[src/rtl/granular_loop_player_defines.svh]
// Assertion helpers for the RTL; included by granular_loop_player.sv.
`ifndef GRANULAR_LOOP_PLAYER_DEFINES_SVH
`define GRANULAR_LOOP_PLAYER_DEFINES_SVH

// Same-cycle implication, checked on clk_i, off while rst_ni is low.
`define GLP_ASSERT_IMPL(lbl, ante, cons, msg) \
  lbl: assert property (@(posedge clk_i) disable iff (!rst_ni) (ante) |-> (cons)) \
    else $error(msg);

// Next-cycle implication, checked on clk_i, off while rst_ni is low.
`define GLP_ASSERT_NEXT(lbl, ante, cons, msg) \
  lbl: assert property (@(posedge clk_i) disable iff (!rst_ni) (ante) |=> (cons)) \
    else $error(msg);

`endif

[src/rtl/glp_pkg.sv]
package glp_pkg;

  localparam int MAX_GRAINS_DEF  = 128;
  localparam int LOOP_FRAMES_DEF = 65536;

  // Divider operand widths
  localparam int NUM_W = 45;
  localparam int DEN_W = 33;

  localparam int CFG_IDX_W = 3;
  localparam int CFG_W     = 17;
  localparam int LIFE_W    = 17;

  typedef enum logic [CFG_IDX_W-1:0] {
    CFG_MASTER_GAIN    = 3'd0,
    CFG_ACTIVE_GRAINS  = 3'd1,
    CFG_LOOP_LENGTH    = 3'd2,
    CFG_FREEZE         = 3'd3,
    CFG_GRAIN_SPACING  = 3'd4,
    CFG_GRAIN_LENGTH   = 3'd5,
    CFG_GRAIN_LIFETIME = 3'd6,
    CFG_GRAIN_SPEED    = 3'd7
  } cfg_idx_e;

  typedef struct packed {
    logic             start;
    logic [NUM_W-1:0] num;
    logic [DEN_W-1:0] den;
  } div_req_t;

  typedef struct packed {
    logic             done;
    logic [NUM_W-1:0] quot;
    logic [DEN_W-1:0] rem;
  } div_rsp_t;

endpackage

[src/rtl/glp_div.sv]
module glp_div (
  input  logic              clk_i,
  input  logic              rst_ni,
  input  glp_pkg::div_req_t req_i,
  output glp_pkg::div_rsp_t rsp_o
);

  import glp_pkg::*;

  localparam int CW = $clog2(NUM_W + 1);

  logic [CW-1:0]    cnt_q, cnt_d;
  logic             busy_q, busy_d;
  logic             done_q, done_d;
  logic [NUM_W-1:0] quo_q, quo_d;
  logic [DEN_W-1:0] rem_q, rem_d;
  logic [DEN_W-1:0] den_q, den_d;
  logic [DEN_W:0]   trial;
  logic             qbit;

  always_comb begin
    trial  = {rem_q, quo_q[NUM_W-1]};
    qbit   = 1'b0;
    cnt_d  = cnt_q;
    busy_d = busy_q;
    done_d = 1'b0;
    quo_d  = quo_q;
    rem_d  = rem_q;
    den_d  = den_q;
    if (busy_q) begin
      // restoring step: one quotient bit per cycle
      if (trial >= {1'b0, den_q}) begin
        rem_d = DEN_W'(trial - {1'b0, den_q});
        qbit  = 1'b1;
      end else begin
        rem_d = trial[DEN_W-1:0];
      end
      quo_d = {quo_q[NUM_W-2:0], qbit};
      cnt_d = cnt_q - CW'(1);
      if (cnt_q == CW'(1)) begin
        busy_d = 1'b0;
        done_d = 1'b1;
      end
    end else if (req_i.start) begin
      quo_d  = req_i.num;
      rem_d  = '0;
      den_d  = req_i.den;
      cnt_d  = CW'(NUM_W);
      busy_d = 1'b1;
    end
  end

  always_ff @(posedge clk_i or negedge rst_ni) begin
    if (!rst_ni) begin
      cnt_q  <= '0;
      busy_q <= 1'b0;
      done_q <= 1'b0;
    end else begin
      cnt_q  <= cnt_d;
      busy_q <= busy_d;
      done_q <= done_d;
    end
  end

  always_ff @(posedge clk_i) begin
    quo_q <= quo_d;
    rem_q <= rem_d;
    den_q <= den_d;
  end

  assign rsp_o.done = done_q;
  assign rsp_o.quot = quo_q;
  assign rsp_o.rem  = rem_q;

endmodule

[config.mk]
export PLATFORM = sky130hd
export DESIGN_NAME = glp_div
export DESIGN_NICKNAME = d
export VERILOG_FILES = /design/src/rtl/granular_loop_player_defines.svh /design/src/rtl/glp_pkg.sv /design/src/rtl/glp_div.sv
export SDC_FILE = /design/constraint.sdc
export NUM_CORES = 1
export LEC_CHECK = 0
export ABC_AREA = 1
export ABC_CLOCK_PERIOD_IN_PS = 3390
export BUFFER_PORTS_ARGS = -buffer_cell sky130_fd_sc_hd__clkbuf_2
export CORE_MARGIN = 4
export CORE_UTILIZATION = 45
export CTS_CLUSTER_SIZE = 10
export DETAILED_ROUTE_END_ITERATION = 6
export PLACE_DENSITY = 0.66
export SLEW_MARGIN = 20
export SYNTH_ARGS = -nofsm -noshare
export SYNTH_HDL_FRONTEND = slang
export SYNTH_SLANG_ARGS = --single-unit
[constraint.sdc]
create_clock -name clk_i -period 3.39 [get_ports clk_i]
set_input_delay 0.678 -clock clk_i [delete_from_list [all_inputs] [get_ports clk_i]]
set_output_delay 0.678 -clock clk_i [all_outputs]
set_load 0.01 [all_outputs]
==> impl_metrics.env <==
export IMPL_syn_avg_cell_area_um2=7.591
export IMPL_wirelength_mm=20.53
export IMPL_cts_hold_buf=0
export IMPL_multi_input_area_mm2=0.003575
export IMPL_dpl_cell_count=1408
export IMPL_core_mm2=0.01724
export IMPL_antenna_found_initial=0
export IMPL_synth_area_mm2=0.007910
export IMPL_crit_type="register to register"
export IMPL_rr_startpoint="quo_q[44]$_DFFE_PP_"
export IMPL_synth_adder_area_share_pct=5.789
export IMPL_vias=6840
export IMPL_max_freq_mhz=386.5
export IMPL_post_cts_setup_buffers=0
export IMPL_pwr_share_seq_pct=30.4
export IMPL_crit_path_end_kind="register"
export IMPL_min_path_type="input port to asynchronous set/reset pin"
export IMPL_root_buffer="clkbuf_16"
export IMPL_finalHoldViolCount=0
export IMPL_min_period_ps=2587
export IMPL_grt_max_degree=81
export IMPL_syn_nets=1159
export IMPL_die_h_um=140.6
export IMPL_ant_nets=0
export IMPL_gp_congestion=0.9814
export IMPL_p_comb_share_pct=50.8
export IMPL_synth_cell_types=39
export IMPL_synth_compound_area_share_pct=2.088
export IMPL_io_pins=160
export IMPL_p_per_area_mw_per_mm2=991.5
export IMPL_crit_arrival_ps=2810
export IMPL_grt_pass1_vias=6852
export IMPL_dieArea_mm2=0.01976
export IMPL_grt_pass1_wl_mm=33.98
export IMPL_fill_cells=1638
export IMPL_synth_main_ff_cell="edfxtp_1"
export IMPL_clock_power_share_pct=18.8
export IMPL_maxSlewViolCount=0
export IMPL_start_util_pct=45.89
export IMPL_synthCells=1042
export IMPL_avgViaCountPerCell=4.750
export IMPL_slowest_delay_ps=430
export IMPL_dp_hpwl_mm=15.37
export IMPL_numPortBuffers=159
export IMPL_yosys_register_bits=119
export IMPL_slew_headroom_pct=42.76
export IMPL_seq_area_frac_synth_pct=44.67
export IMPL_final_layout_size_suffix_gt1_share_pct=20.66
export IMPL_synth_xor_area_share_pct=1.661
export IMPL_ff2ff_path_depth=13
export IMPL_synth_top_family_by_area="simple AND/OR/NAND/NOR gates"
export IMPL_wire_per_inst_um=14.25
export IMPL_power_report_internal_total_uw=5259
export IMPL_die_x_um=140.6
export IMPL_numCtsBuffers=17
export IMPL_overflow=0
export IMPL_worstMarginPinSlew_ps=858.7
export IMPL_final_setup_viol_count=0
export IMPL_async_reset_ff_share_pct=6.723
export IMPL_final_cells=1440
export IMPL_fin_crit_sh_pct=76.32
export IMPL_status="finished clean"
export IMPL_crit_chain="inv_1, ha_1, inv_1, fa_1, nand3_2, nand3_4, nand2_4, nand2_4, nand2_4, nand2_8, nand2_1, nand2_1, nor2_1"
export IMPL_cpMostUsedCell="nand2_4"
export IMPL_dr_pass1_iters=5
export IMPL_finalNetCount=1319
export IMPL_slowest_stage="fa_1"
export IMPL_p_sw_share_pct=43.92
export IMPL_drc=0
export IMPL_regToRegSetupSlack_ps=800
export IMPL_cts_sinks=119
export IMPL_synth_edf_count=111
export IMPL_antenna_cells=0
export IMPL_crit_path_start_kind="register"
export IMPL_yosys_area_share_simple_pct=35.65
export IMPL_cp_max_fo=28
export IMPL_ctsResizeCount=0
export IMPL_r2r_end="rem_q[2]$_SDFFCE_PN0P_"
export IMPL_synthMuxAreaShare_pct=0
export IMPL_h_tree_depth=4
export IMPL_rows=48
export IMPL_track_usage_pct=21.53
export IMPL_clock_latency_ps=430
export IMPL_maxCapViolCount=0
export IMPL_cp_required_ps=3610
export IMPL_final_setup_tns_ps=0
export IMPL_yosys_warnings=0
export IMPL_drt_iter0_drc=439
export IMPL_power_switching_uw=4119
export IMPL_rsz0062_at_grt="no"
export IMPL_p_leak_uw=0.005117
export IMPL_regArea_mm2=0.003535
export IMPL_clockBufferDepth=2
export IMPL_path_clk_slew_ps=60
export IMPL_final_setup_skew_ps=13.49
export IMPL_cts_tree="built"
export IMPL_syn_to_final_growth_pct=19.57
export IMPL_ir_worst_vdd_v=0.0005163
layer usage:
metal / vias to the layer above / global-route usage [%] / wire (um)
li1: 3536 / - / -
met1: 3037 / 26.82 / 8852
met2: 237 / 35.21 / 9399
met3: 30 / 7.497 / 1832
met4: 0 / 6.935 / 443
met5: - / 0 / 0
sequential cells by signal, indices dropped and copies added, names as in the netlist:
register / count
quo_q: 45
den_q: 33
rem_q: 33
cnt_q: 6
busy_q: 1
done_q: 1
area by class of cell:
type / instances / area share (%)
Clock buffer: 20 / 4.617
Timing Repair Buffer: 164 / 8.943
Sequential cell: 119 / 37.37
Clock inverter: 12 / 1.363
Multi-Input combinational cell: 728 / 37.80
Tap cell: 225 / 2.977
Inverter: 172 / 6.932
power by group through the flow:
stage | Combinational, uW | Clock, uW | Sequential, uW
2_1_floorplan | 3240 | 0 | 3020
3_3_place_gp | 4700 | 0 | 2860
3_5_place_dp | 4780 | 0 | 2860
4_1_cts | 4800 | 1800 | 2860
5_1_grt | 5430 | 1860 | 2940
6_report | 4770 | 1760 | 2850
worst max-delay path, delay by kind of cell (launching register included):
family,cells,cell delay (ps)
buf+inv,2,160
fa+ha+maj,2,570
simple gates,9,1250
flops,1,380
synthesized netlist by cell type (2+ instances only):
cell type  number  area (um^2)
nor3_1          6        30.03
buf_1           4        15.01
nor2_2         24        150.1
nand2_1       431         1618
nand2_2        11        68.82
dfrtp_1         8        200.2
edfxtp_1      111         3333
xor2_1         14        122.6
nor2_1         84        315.3
nand3_2         3        30.03
nand3b_1       28        210.2
nor3_2          2        20.02
buf_4           3        22.52
nor2_4          4        45.04
clkbuf_1        7        26.28
inv_2           5        18.77
ha_1           35        437.9
buf_2           5        25.02
nand2_4         3        33.78
and2_1         11        68.82
a21o_1          2        15.01
buf_6           2        22.52
inv_1         165        619.3
nand3_1        31        155.2
a21oi_1        21        105.1
o21ai_0         6        30.03
nand4_1         4        25.02
through the flow:
stage	hold slack [ps]	util [%]	total power, uW	instance area, um^2	worst slack [ps]
final	89.78	54.87	9378	9458	802.8
after global routing	95.57	54.87	10230	9458	622.4
after CTS	74.74	54.87	9458	9458	802.7
after detailed placement	473.3	51.59	7640	8892	819.0
after global placement	475.2	51.59	7562	8892	878.8
after floorplan	382.4	-	6256	7910	687.1
placed cells by master (no fill, tap or decap), types with 6 or more instances in the layout:
| cell type | n |
|---|---|
| a21oi_1 | 21 |
| and2_1 | 11 |
| clkbuf_16 | 17 |
| clkbuf_2 | 159 |
| dfrtp_1 | 7 |
| edfxtp_1 | 111 |
| ha_1 | 35 |
| inv_1 | 164 |
| inv_2 | 6 |
| nand2_1 | 431 |
| nand2_2 | 11 |
| nand3_1 | 31 |
| nand3b_1 | 28 |
| nor2_1 | 84 |
| nor2_2 | 24 |
| nor3_1 | 6 |
| o21ai_0 | 6 |
| xor2_1 | 14 |
cell families after synthesis:
family	Yosys count
AO/OA/AOI/OAI	31
XOR/XNOR	15
adder cells (fa/ha/maj)	36
buffers and inverters	195
flip-flops	119
AND/OR/NAND/NOR	646
worst max-delay path by stage:
stage / from / to / slack [ps]
floorplan: req_i[78] / quo_q[0]$_DFFE_PP_ / 690
global placement: quo_q[44]$_DFFE_PP_ / rem_q[2]$_SDFFCE_PN0P_ / 880
detailed placement: quo_q[44]$_DFFE_PP_ / rem_q[25]$_SDFFCE_PN0P_ / 820
CTS: quo_q[44]$_DFFE_PP_ / rem_q[21]$_SDFFCE_PN0P_ / 800
global route: rem_q[12]$_SDFFCE_PN0P_ / rem_q[32]$_SDFFCE_PN0P_ / 620
finish: quo_q[44]$_DFFE_PP_ / rem_q[2]$_SDFFCE_PN0P_ / 800
Power figures use the tool's default switching activity.
